File: config.mk
export PLATFORM = sky130hd
export DESIGN_NAME = itch_order_message_parser_core
export DESIGN_NICKNAME = d
export VERILOG_FILES = /design/src/hdl/itch_pkg.sv /design/src/hdl/itch_order_message_parser_core.sv /design/src/hdl/itch_frame_decode.sv /design/src/hdl/itch_out_skid.sv
export SDC_FILE = /design/constraint.sdc
export NUM_CORES = 2
export LEC_CHECK = 0
export ABC_AREA = 1
export BUFFER_PORTS_ARGS = -buffer_cell sky130_fd_sc_hd__buf_2
export CAP_MARGIN = 10
export CORE_AREA = 2 2 353 355
export DETAILED_ROUTE_END_ITERATION = 8
export DIE_AREA = 0 0 355 357
export HOLD_SLACK_MARGIN = 0.06
export PLACE_DENSITY = 0.71
export SLEW_MARGIN = 10
export SYNTH_ARGS = -nofsm -noshare
export SYNTH_HDL_FRONTEND = slang
export SYNTH_HIERARCHICAL = 1
export SYNTH_SLANG_ARGS = --single-unit
File: constraint.sdc
create_clock -name i_clk -period 20.2 [get_ports i_clk]
set_input_delay 4.04 -clock i_clk [delete_from_list [all_inputs] [get_ports i_clk]]
set_output_delay 4.04 -clock i_clk [all_outputs]
set_load 0.1 [all_outputs]
File: src/hdl/itch_pkg.sv
// Shared types, codes and lookup functions for the ITCH order message parser.
// Used by itch_frame_decode, itch_out_skid and itch_order_message_parser_core.
// No dependencies.
package itch_pkg;

    typedef enum logic [2:0] {
        KIND_ADD      = 3'd0,
        KIND_REPLACE  = 3'd1,
        KIND_DELETE   = 3'd2,
        KIND_CANCEL   = 3'd3,
        KIND_EXECUTED = 3'd4,
        KIND_NONE     = 3'd7
    } t_kind;

    localparam logic [7:0] TYPE_ADD      = 8'h41;  // 'A'
    localparam logic [7:0] TYPE_REPLACE  = 8'h55;  // 'U'
    localparam logic [7:0] TYPE_DELETE   = 8'h44;  // 'D'
    localparam logic [7:0] TYPE_CANCEL   = 8'h58;  // 'X'
    localparam logic [7:0] TYPE_EXECUTED = 8'h45;  // 'E'
    localparam logic [7:0] SIDE_BUY      = 8'h42;  // 'B'

    localparam int MASK_W = 5;
    localparam logic [MASK_W-1:0] MASK_RESET = 5'h1F;

    typedef struct packed {
        t_kind       kind;
        logic [47:0] event_time;
        logic [63:0] order_ref;
        logic [63:0] replacement_ref;
        logic        is_buy;
        logic [31:0] share_count;
        logic [31:0] limit_price;
        logic [63:0] symbol_hash;
        logic        truncated;
    } t_result;

    function automatic t_kind kind_of(input logic [7:0] msg_type);
        unique case (msg_type)
            TYPE_ADD:      kind_of = KIND_ADD;
            TYPE_REPLACE:  kind_of = KIND_REPLACE;
            TYPE_DELETE:   kind_of = KIND_DELETE;
            TYPE_CANCEL:   kind_of = KIND_CANCEL;
            TYPE_EXECUTED: kind_of = KIND_EXECUTED;
            default:       kind_of = KIND_NONE;
        endcase
    endfunction

    // Body length that covers the last decoded field of each kind.
    function automatic logic [5:0] needed_len(input t_kind kind);
        unique case (kind)
            KIND_ADD:      needed_len = 6'd36;
            KIND_REPLACE:  needed_len = 6'd35;
            KIND_DELETE:   needed_len = 6'd19;
            KIND_CANCEL:   needed_len = 6'd23;
            KIND_EXECUTED: needed_len = 6'd23;
            default:       needed_len = 6'd0;
        endcase
    endfunction

    // Powers of 31 used to weight each symbol byte in the hash.
    function automatic logic [34:0] pow31(input logic [2:0] idx);
        unique case (idx)
            3'd0: pow31 = 35'd1;
            3'd1: pow31 = 35'd31;
            3'd2: pow31 = 35'd961;
            3'd3: pow31 = 35'd29791;
            3'd4: pow31 = 35'd923521;
            3'd5: pow31 = 35'd28629151;
            3'd6: pow31 = 35'd887503681;
            3'd7: pow31 = 35'd27512614111;
            default: pow31 = 35'd0;
        endcase
    endfunction

    // Writes byte b into its big-endian lane of a field that occupies body
    // offsets start .. start+width-1; other positions leave acc unchanged.
    function automatic logic [63:0] place_byte(
        input logic [63:0] acc,
        input logic [15:0] pos,
        input int          start,
        input int          width,
        input logic [7:0]  b
    );
        logic [2:0]  lane;
        logic [16:0] p;
        place_byte = acc;
        p = {1'b0, pos};
        lane = 3'(start + width - 1 - int'(pos));
        if (p >= 17'(start) && p < 17'(start + width)) begin
            place_byte[{lane, 3'b000} +: 8] = b;
        end
    endfunction

endpackage

File: src/hdl/itch_order_message_parser_core.sv
// ITCH order message parser: one stream word per unstalled cycle in, decoded orders out.
// After its last body word a result is registered in r_out, or in the skid entry on a stall.
// Throughput: one word per cycle while not stalled; framing and decode are combinational.
// Input stalls while the skid entry is full, which needs a result held by an output stall.
// Synchronous active-low reset clears framing, accumulators and output valids;
// the type enable mask resets to all kinds enabled.
module itch_order_message_parser_core
    import itch_pkg::*;
(
    input  logic              i_clk,
    input  logic              i_rst_n,
    input  logic              i_cfg_we,
    input  logic [MASK_W-1:0] i_cfg_wdata,
    input  logic              i_valid,
    output logic              o_stall,
    input  logic [7:0]        i_stream_byte,
    output logic              o_valid,
    input  logic              i_stall,
    output logic [2:0]        o_msg_kind,
    output logic [47:0]       o_event_time,
    output logic [63:0]       o_order_ref,
    output logic [63:0]       o_replacement_ref,
    output logic              o_is_buy,
    output logic [31:0]       o_share_count,
    output logic [31:0]       o_limit_price,
    output logic [63:0]       o_symbol_hash,
    output logic              o_truncated
);

    logic    take;
    logic    res_valid;
    logic    skid_full;
    t_result res;
    t_result out_res;

    assign take    = i_valid && !skid_full;
    assign o_stall = skid_full;

    itch_frame_decode u_decode (
        .i_clk       (i_clk),
        .i_rst_n     (i_rst_n),
        .i_take      (take),
        .i_byte      (i_stream_byte),
        .i_cfg_we    (i_cfg_we),
        .i_cfg_wdata (i_cfg_wdata),
        .o_res_valid (res_valid),
        .o_res       (res)
    );

    itch_out_skid u_out (
        .i_clk   (i_clk),
        .i_rst_n (i_rst_n),
        .i_push  (res_valid),
        .i_data  (res),
        .i_stall (i_stall),
        .o_valid (o_valid),
        .o_data  (out_res),
        .o_full  (skid_full)
    );

    assign o_msg_kind        = out_res.kind;
    assign o_event_time      = out_res.event_time;
    assign o_order_ref       = out_res.order_ref;
    assign o_replacement_ref = out_res.replacement_ref;
    assign o_is_buy          = out_res.is_buy;
    assign o_share_count     = out_res.share_count;
    assign o_limit_price     = out_res.limit_price;
    assign o_symbol_hash     = out_res.symbol_hash;
    assign o_truncated       = out_res.truncated;

    // The skid entry only fills behind a held output word.
    a_skid_behind_out: assert property (@(posedge i_clk) disable iff (!i_rst_n)
        o_stall |-> o_valid)
        else $error("skid entry occupied with no output word");

    a_kind_decoded: assert property (@(posedge i_clk) disable iff (!i_rst_n)
        o_valid |-> (o_msg_kind == KIND_ADD || o_msg_kind == KIND_REPLACE ||
                     o_msg_kind == KIND_DELETE || o_msg_kind == KIND_CANCEL ||
                     o_msg_kind == KIND_EXECUTED))
        else $error("output word carries an undecoded kind");

    a_repl_only: assert property (@(posedge i_clk) disable iff (!i_rst_n)
        (o_valid && o_msg_kind != KIND_REPLACE) |-> (o_replacement_ref == 64'd0))
        else $error("replacement reference set on a non-replace word");

    a_add_only: assert property (@(posedge i_clk) disable iff (!i_rst_n)
        (o_valid && o_msg_kind != KIND_ADD) |-> (o_symbol_hash == 64'd0 && !o_is_buy))
        else $error("add-only fields set on a non-add word");

endmodule

File: src/hdl/itch_frame_decode.sv
// Framing counters, field accumulators and the type enable register.
// Consumes one stream word per accepted cycle and flags a decoded result.
// Depends on itch_pkg.
module itch_frame_decode
    import itch_pkg::*;
(
    input  logic              i_clk,
    input  logic              i_rst_n,
    input  logic              i_take,
    input  logic [7:0]        i_byte,
    input  logic              i_cfg_we,
    input  logic [MASK_W-1:0] i_cfg_wdata,
    output logic              o_res_valid,
    output t_result           o_res
);

    typedef enum logic [1:0] {
        PH_LEN_HI = 2'd0,
        PH_LEN_LO = 2'd1,
        PH_BODY   = 2'd2
    } t_phase;

    t_phase            r_phase, n_phase;
    logic [15:0]       r_len, n_len;
    logic [15:0]       r_pos, n_pos;
    logic [7:0]        r_type, n_type;
    logic [47:0]       r_time, n_time;
    logic [63:0]       r_ref, n_ref;
    logic [63:0]       r_ref2, n_ref2;
    logic [31:0]       r_qty, n_qty;
    logic [31:0]       r_price, n_price;
    logic [63:0]       r_hash, n_hash;
    logic              r_buy, n_buy;
    logic [MASK_W-1:0] r_mask;

    logic [7:0]  type_now;
    t_kind       kind;
    logic        last_byte;
    logic        kind_enabled;
    logic [63:0] time_wide;
    logic [63:0] qty_wide;
    logic [63:0] price_wide;
    logic [42:0] hash_term;
    logic        res_valid;

    always_comb begin
        n_phase   = r_phase;
        n_len     = r_len;
        n_pos     = r_pos;
        n_type    = r_type;
        n_time    = r_time;
        n_ref     = r_ref;
        n_ref2    = r_ref2;
        n_qty     = r_qty;
        n_price   = r_price;
        n_hash    = r_hash;
        n_buy     = r_buy;
        res_valid = 1'b0;

        type_now  = (r_pos == 16'd0) ? i_byte : r_type;
        kind      = kind_of(type_now);
        last_byte = ({1'b0, r_pos} + 17'd1) >= {1'b0, r_len};
        unique case (kind)
            KIND_ADD:      kind_enabled = r_mask[0];
            KIND_REPLACE:  kind_enabled = r_mask[1];
            KIND_DELETE:   kind_enabled = r_mask[2];
            KIND_CANCEL:   kind_enabled = r_mask[3];
            KIND_EXECUTED: kind_enabled = r_mask[4];
            default:       kind_enabled = 1'b0;
        endcase
        time_wide = '0;
        qty_wide  = '0;
        price_wide = '0;
        // Symbol byte at offset 24+k is weighted by 31^(7-k), i.e. the low
        // three position bits inverted.
        hash_term = {8'd0, pow31(~r_pos[2:0])} * {35'd0, i_byte};

        unique case (r_phase)
            PH_LEN_LO: begin
                // Second length word starts a fresh message.
                n_len   = {r_len[7:0], i_byte};
                n_pos   = '0;
                n_type  = '0;
                n_time  = '0;
                n_ref   = '0;
                n_ref2  = '0;
                n_qty   = '0;
                n_price = '0;
                n_hash  = '0;
                n_buy   = 1'b0;
                n_phase = ({r_len[7:0], i_byte} == 16'd0) ? PH_LEN_HI : PH_BODY;
            end
            PH_BODY: begin
                if (r_pos == 16'd0) begin
                    n_type = i_byte;
                end
                if (kind != KIND_NONE) begin
                    time_wide = place_byte({16'd0, r_time}, r_pos, 5, 6, i_byte);
                    n_time    = time_wide[47:0];
                    n_ref     = place_byte(r_ref, r_pos, 11, 8, i_byte);
                end
                unique case (kind)
                    KIND_ADD: begin
                        if (r_pos == 16'd19) begin
                            n_buy = (i_byte == SIDE_BUY);
                        end
                        qty_wide   = place_byte({32'd0, r_qty}, r_pos, 20, 4, i_byte);
                        n_qty      = qty_wide[31:0];
                        price_wide = place_byte({32'd0, r_price}, r_pos, 32, 4, i_byte);
                        n_price    = price_wide[31:0];
                        if (r_pos >= 16'd24 && r_pos < 16'd32) begin
                            n_hash = r_hash + {21'd0, hash_term};
                        end
                    end
                    KIND_REPLACE: begin
                        n_ref2     = place_byte(r_ref2, r_pos, 19, 8, i_byte);
                        qty_wide   = place_byte({32'd0, r_qty}, r_pos, 27, 4, i_byte);
                        n_qty      = qty_wide[31:0];
                        price_wide = place_byte({32'd0, r_price}, r_pos, 31, 4, i_byte);
                        n_price    = price_wide[31:0];
                    end
                    KIND_CANCEL, KIND_EXECUTED: begin
                        qty_wide = place_byte({32'd0, r_qty}, r_pos, 19, 4, i_byte);
                        n_qty    = qty_wide[31:0];
                    end
                    default: begin
                    end
                endcase
                if (last_byte) begin
                    n_phase   = PH_LEN_HI;
                    res_valid = kind_enabled;
                end else begin
                    n_pos = r_pos + 16'd1;
                end
            end
            default: begin
                // Expecting the first length word; a stray phase lands here too.
                n_len   = {8'd0, i_byte};
                n_phase = PH_LEN_LO;
            end
        endcase
    end

    always_comb begin
        o_res.kind            = kind;
        o_res.event_time      = n_time;
        o_res.order_ref       = n_ref;
        o_res.replacement_ref = n_ref2;
        o_res.is_buy          = n_buy;
        o_res.share_count     = n_qty;
        o_res.limit_price     = n_price;
        o_res.symbol_hash     = n_hash;
        o_res.truncated       = r_len < {10'd0, needed_len(kind)};
    end

    assign o_res_valid = i_take && res_valid;

    always_ff @(posedge i_clk) begin
        if (!i_rst_n) begin
            r_phase <= PH_LEN_HI;
            r_len   <= '0;
            r_pos   <= '0;
            r_type  <= '0;
            r_time  <= '0;
            r_ref   <= '0;
            r_ref2  <= '0;
            r_qty   <= '0;
            r_price <= '0;
            r_hash  <= '0;
            r_buy   <= 1'b0;
            r_mask  <= MASK_RESET;
        end else begin
            if (i_cfg_we) begin
                r_mask <= i_cfg_wdata;
            end
            if (i_take) begin
                r_phase <= n_phase;
                r_len   <= n_len;
                r_pos   <= n_pos;
                r_type  <= n_type;
                r_time  <= n_time;
                r_ref   <= n_ref;
                r_ref2  <= n_ref2;
                r_qty   <= n_qty;
                r_price <= n_price;
                r_hash  <= n_hash;
                r_buy   <= n_buy;
            end
        end
    end

endmodule

File: src/hdl/itch_out_skid.sv
// Result register with one skid entry between the decoder and the output port.
// The skid entry lets the decoder finish a word while a result is stalled.
// Depends on itch_pkg.
module itch_out_skid
    import itch_pkg::*;
(
    input  logic    i_clk,
    input  logic    i_rst_n,
    input  logic    i_push,
    input  t_result i_data,
    input  logic    i_stall,
    output logic    o_valid,
    output t_result o_data,
    output logic    o_full
);

    logic    r_out_valid;
    logic    r_skid_valid;
    t_result r_out;
    t_result r_skid;

    always_ff @(posedge i_clk) begin
        if (!i_rst_n) begin
            r_out_valid  <= 1'b0;
            r_skid_valid <= 1'b0;
        end else if (r_skid_valid) begin
            // Upstream is held off while the skid entry is occupied.
            if (!i_stall) begin
                r_out        <= r_skid;
                r_skid_valid <= 1'b0;
            end
        end else if (i_push) begin
            if (r_out_valid && i_stall) begin
                r_skid       <= i_data;
                r_skid_valid <= 1'b1;
            end else begin
                r_out       <= i_data;
                r_out_valid <= 1'b1;
            end
        end else if (!i_stall) begin
            r_out_valid <= 1'b0;
        end
    end

    assign o_valid = r_out_valid;
    assign o_data  = r_out;
    assign o_full  = r_skid_valid;

endmodule
==> run_results.csv <==
group,metric,value,unit
yosys,syn_avg_cell_area,7.75,um^2
placed_design,dp_hpwl,139000,um
global_routing,grt.overflow.total,0,
detailed_routing,wirelength,206000,um
min_path,hold_path.class,"reg2reg",
critical_path,crit_start,"i_stream_byte[1]",
detailed_routing,dr_wl_met2,92400,um
pwr,intPower,3.57,mW
yosys,synthesis.nets,8235,
detailed_routing,firstDrtPassIters,8,
detailed_routing,wl_per_cell,21.3,um
yosys,syn_inst,7886,
clock_network,root_buffer,"clkbuf_16",
min_path,worstHoldPathCells,2,
pwr,leakagePower,28.0,nW
floorplanning,die_w,355,um
sta,finalWorstSetupSlack,9390,ps
yosys,syn-cell-area,0.0611,mm^2
layout,nNetsFinal,8280,
clock_network,clockBufferDepth,3,
layout,fill_cells,11506,
global_routing,grt_max_degree,150,
pwr,total_power,5.26,mW
critical_path,setup.worst_path.class,"in2reg",
floorplanning,dieArea,0.127,mm^2
sta,finalCriticalPeriod,10810,ps
critical_path,r2r_slack,11570,ps
yosys,yosys_register_bits,972,
critical_path,r2r-end,"u_out/r_skid[115]",
yosys,netlist_top_cells_area,"edfxtp_1, nand2_1, dfxtp_1",
layout,area_growth,9.41,%
pwr,irDropWorstVdd,69.7,uV
yosys,yosysSeqAreaShare,42.0,%
min_path,hold_end,"u_decode/r_ref[50]",
critical_path,max_stage_delay,610,ps
sta,clock.fmax,0.0925,GHz
pwr,switchingPower,1.68,mW
clock_network,htreeDepth,3,
critical_path,rr_worst_depth,29,
yosys,yosys.area_share.xor_xnor,0.659,%
yosys,synth.most_common_cell,"nand2_1",
clock_network,cts_tree,"yes",
clock_network,cts_made_buffers,105,
detailed_routing,vias_per_cell,5.78,
yosys,synth.distinct_cells,57,
yosys,synth_top_family_by_area,"simple AND/OR/NAND/NOR gates",
detailed_routing,met3_length,20200,um
critical_path,crit_required,20690,ps
critical_path,critPathArrivalTime,11300,ps
detailed_routing,vias,55877,
sta,finalHoldViolations,0,
sta,worst_slew_margin_rel,12.9,%
placed_design,gp_congestion,0.975,
yosys,synthMuxAreaShare,0.385,%
detailed_routing,drc,0,
detailed_routing,highest_layer,"met5",
pwr,swShare,32.0,%
clock_network,clock_latency,780,ps
global_routing,grt_usage,31.5,%
pwr,seqPwrFrac,39.9,%
yosys,synth_warnings,6,
run_status,outcome,"finished, final reports clean",
critical_path,critPathLaunchType,"input port",
pwr,power_frac_clock,38.5,%
critical_path,r2r_start,"u_decode/r_pos[0]",
floorplanning,coreArea,0.123,mm^2
clock_network,postCtsSetupBuffers,0,
floorplanning,io_pins,329,
sta,fin_crit_sh,53.5,%
detailed_routing,first_iter_violations,7159,
yosys,ys_async_sr_fraction,0,%
sta,setup_viol,0,
detailed_routing,ant_nets,0,
clock_network,cts-resized-gates,0,
critical_path,crit_path_end_kind,"flip-flop",
global_routing,grt_pass1_wl,308000,um
floorplanning,fp.dieH,357,um
clock_network,clkTransAtPathRegs,60,ps
critical_path,critPathSlowestCell,"fa_1",
yosys,synth_top_area_share,30.4,%
sta,skew,56.7,ps
yosys,synth_compound_area_share,14.1,%
yosys,synth_top_area_cell,"edfxtp_1",
critical_path,crit_fanout,18,
global_routing,antenna_found_initial,12,
global_routing,grt_pass1_vias,51667,
sta,max_slew.worst_pin.slew,1290,ps
clock_network,hold_buffers,0,
clock_network,cts_sinks,972,
yosys,synth_edf_count,618,
placed_design,dp_slack,8940,ps
floorplanning,start_util,49.7,%
placed_design,port_buffers,328,
yosys,synthSimpleGateAreaFrac,24.1,%
sta,grt_setup_unrepaired,"false",
critical_path,crit_path_frequent_cell,"nand2_1",
layout,drive_gt1_share,8.64,%
flow_run,max-cap-violations,0,
yosys,synthTopCellsByCount,"nand2_1, inv_1, edfxtp_1, a21oi_1, nor2_1",
pwr,pwr-share-comb,21.6,%
detailed_routing,met1_length,79800,um
pwr,power.density,78.6,mW/mm^2
floorplanning,rows,129,
sta,fin_setup_tns,0,ps
sta,finalMaxSlewViolations,0,
yosys,synth_fa_ha_area_share,9.19,%
min_path,min_from,"u_decode/r_ref[50]",
yosys,synth_ff_type,"edfxtp_1",
==> state kept, by name, indices dropped and copies added, names as in the netlist <==
name and cells:
u_decode/r_time 48, u_out/o_data 309, u_decode/r_qty 32, u_out/r_skid 309
u_out/o_full 1, u_decode/r_price 32, u_decode/r_type 8, u_decode/r_mask 5
u_out/o_valid 1, u_decode/r_ref2 64, u_decode/r_len 16, u_decode/r_ref 64
u_decode/r_phase 2, u_decode/r_hash 64, u_decode/r_pos 16, u_decode/r_buy 1
==> worst max-delay path: cells and delay by family <==
family / cells / cell delay, ps
compound gates: 2 / 440
buf+inv: 8 / 1960
simple gates: 13 / 1970
fa+ha+maj: 6 / 2470
xor+xnor: 1 / 330
==> layout make-up <==
type	count	area, um^2	share of cell area [%]
Timing Repair Buffer	409	2260	3.38
Sequential cell	972	25600	38.4
Antenna cell	7	17.5	0.0262
Inverter	937	3560	5.33
Multi-Input combinational cell	5506	29700	44.5
Tap cell	1637	2050	3.06
Clock inverter	64	756	1.13
Clock buffer	136	2820	4.21
==> cell families after synthesis <==
group           after synthesis
simple gates               3561
flops                       972
fa+ha+maj                   331
mux                          23
compound gates             1545
buf+inv                    1408
xor+xnor                     46
==> per-stage QoR <==
stage / hold WS, ps / instances / cell area [um^2] / utilization, %
2_1_floorplan: 429 / 7886 / 61100 / -
3_3_place_gp: 451 / 9460 / 63200 / 51.4
3_5_place_dp: 455 / 9460 / 63200 / 51.4
4_1_cts: 465 / 9660 / 66800 / 54.3
5_1_grt: 479 / 9662 / 66800 / 54.3
6_report: 465 / 9668 / 66800 / 54.4
==> cells in the final DEF (no fill, tap or decap), types with 7 or more instances in the layout <==
| master | n |
|---|---|
| fa_1 | 196 |
| buf_4 | 80 |
| a31oi_1 | 11 |
| clkbuf_16 | 107 |
| nand2_2 | 19 |
| o21ai_0 | 522 |
| mux2i_1 | 19 |
| diode_2 | 7 |
| o221ai_1 | 9 |
| a21oi_1 | 595 |
| nor3_1 | 43 |
| clkinv_2 | 15 |
| nor2_1 | 523 |
| buf_2 | 328 |
| ha_1 | 134 |
| a21o_1 | 27 |
| o21bai_1 | 243 |
| xnor2_1 | 10 |
| clkinv_1 | 20 |
| nor4_1 | 12 |
| o211ai_1 | 23 |
| nand3_1 | 447 |
| clkbuf_1 | 26 |
| inv_1 | 917 |
| nand4_1 | 100 |
| nand2_1 | 2337 |
| o21ai_1 | 45 |
| nand3_2 | 33 |
| bufinv_16 | 13 |
| o22ai_1 | 45 |
| xor2_1 | 36 |
| dfxtp_1 | 353 |
| nor2_4 | 13 |
| clkinvlp_4 | 13 |
| edfxtp_1 | 618 |
| or2_2 | 10 |
==> worst max-delay path by stage <==
stage	endpoint	slack, ps	depth (start not counted)
floorplan	u_out/r_skid[0]	480	17
global placement	u_out/o_data[36]	9000	30
detailed placement	u_out/o_data[36]	8940	30
CTS	u_out/o_data[36]	9720	30
global route	u_out/o_data[22]	9280	30
finish	u_out/o_data[36]	9390	30
==> per-layer routing <==
metal / GRT usage, % / vias up
met5: 0 / -
met4: 18.3 / 16
met3: 6.38 / 612
met2: 48.7 / 2988
met1: 41.0 / 26466
li1: - / 25795
==> power by group through the flow <==
stage	registers [mW]	clock network, mW	logic [mW]
finish	2.10	2.02	1.14
global route	2.10	2.12	1.25
CTS	2.10	2.05	1.12
detailed placement	2.14	0	1.12
global placement	2.14	0	1.12
floorplan	2.14	0	0.751
No activity file was read; power rests on OpenSTA's default activity.
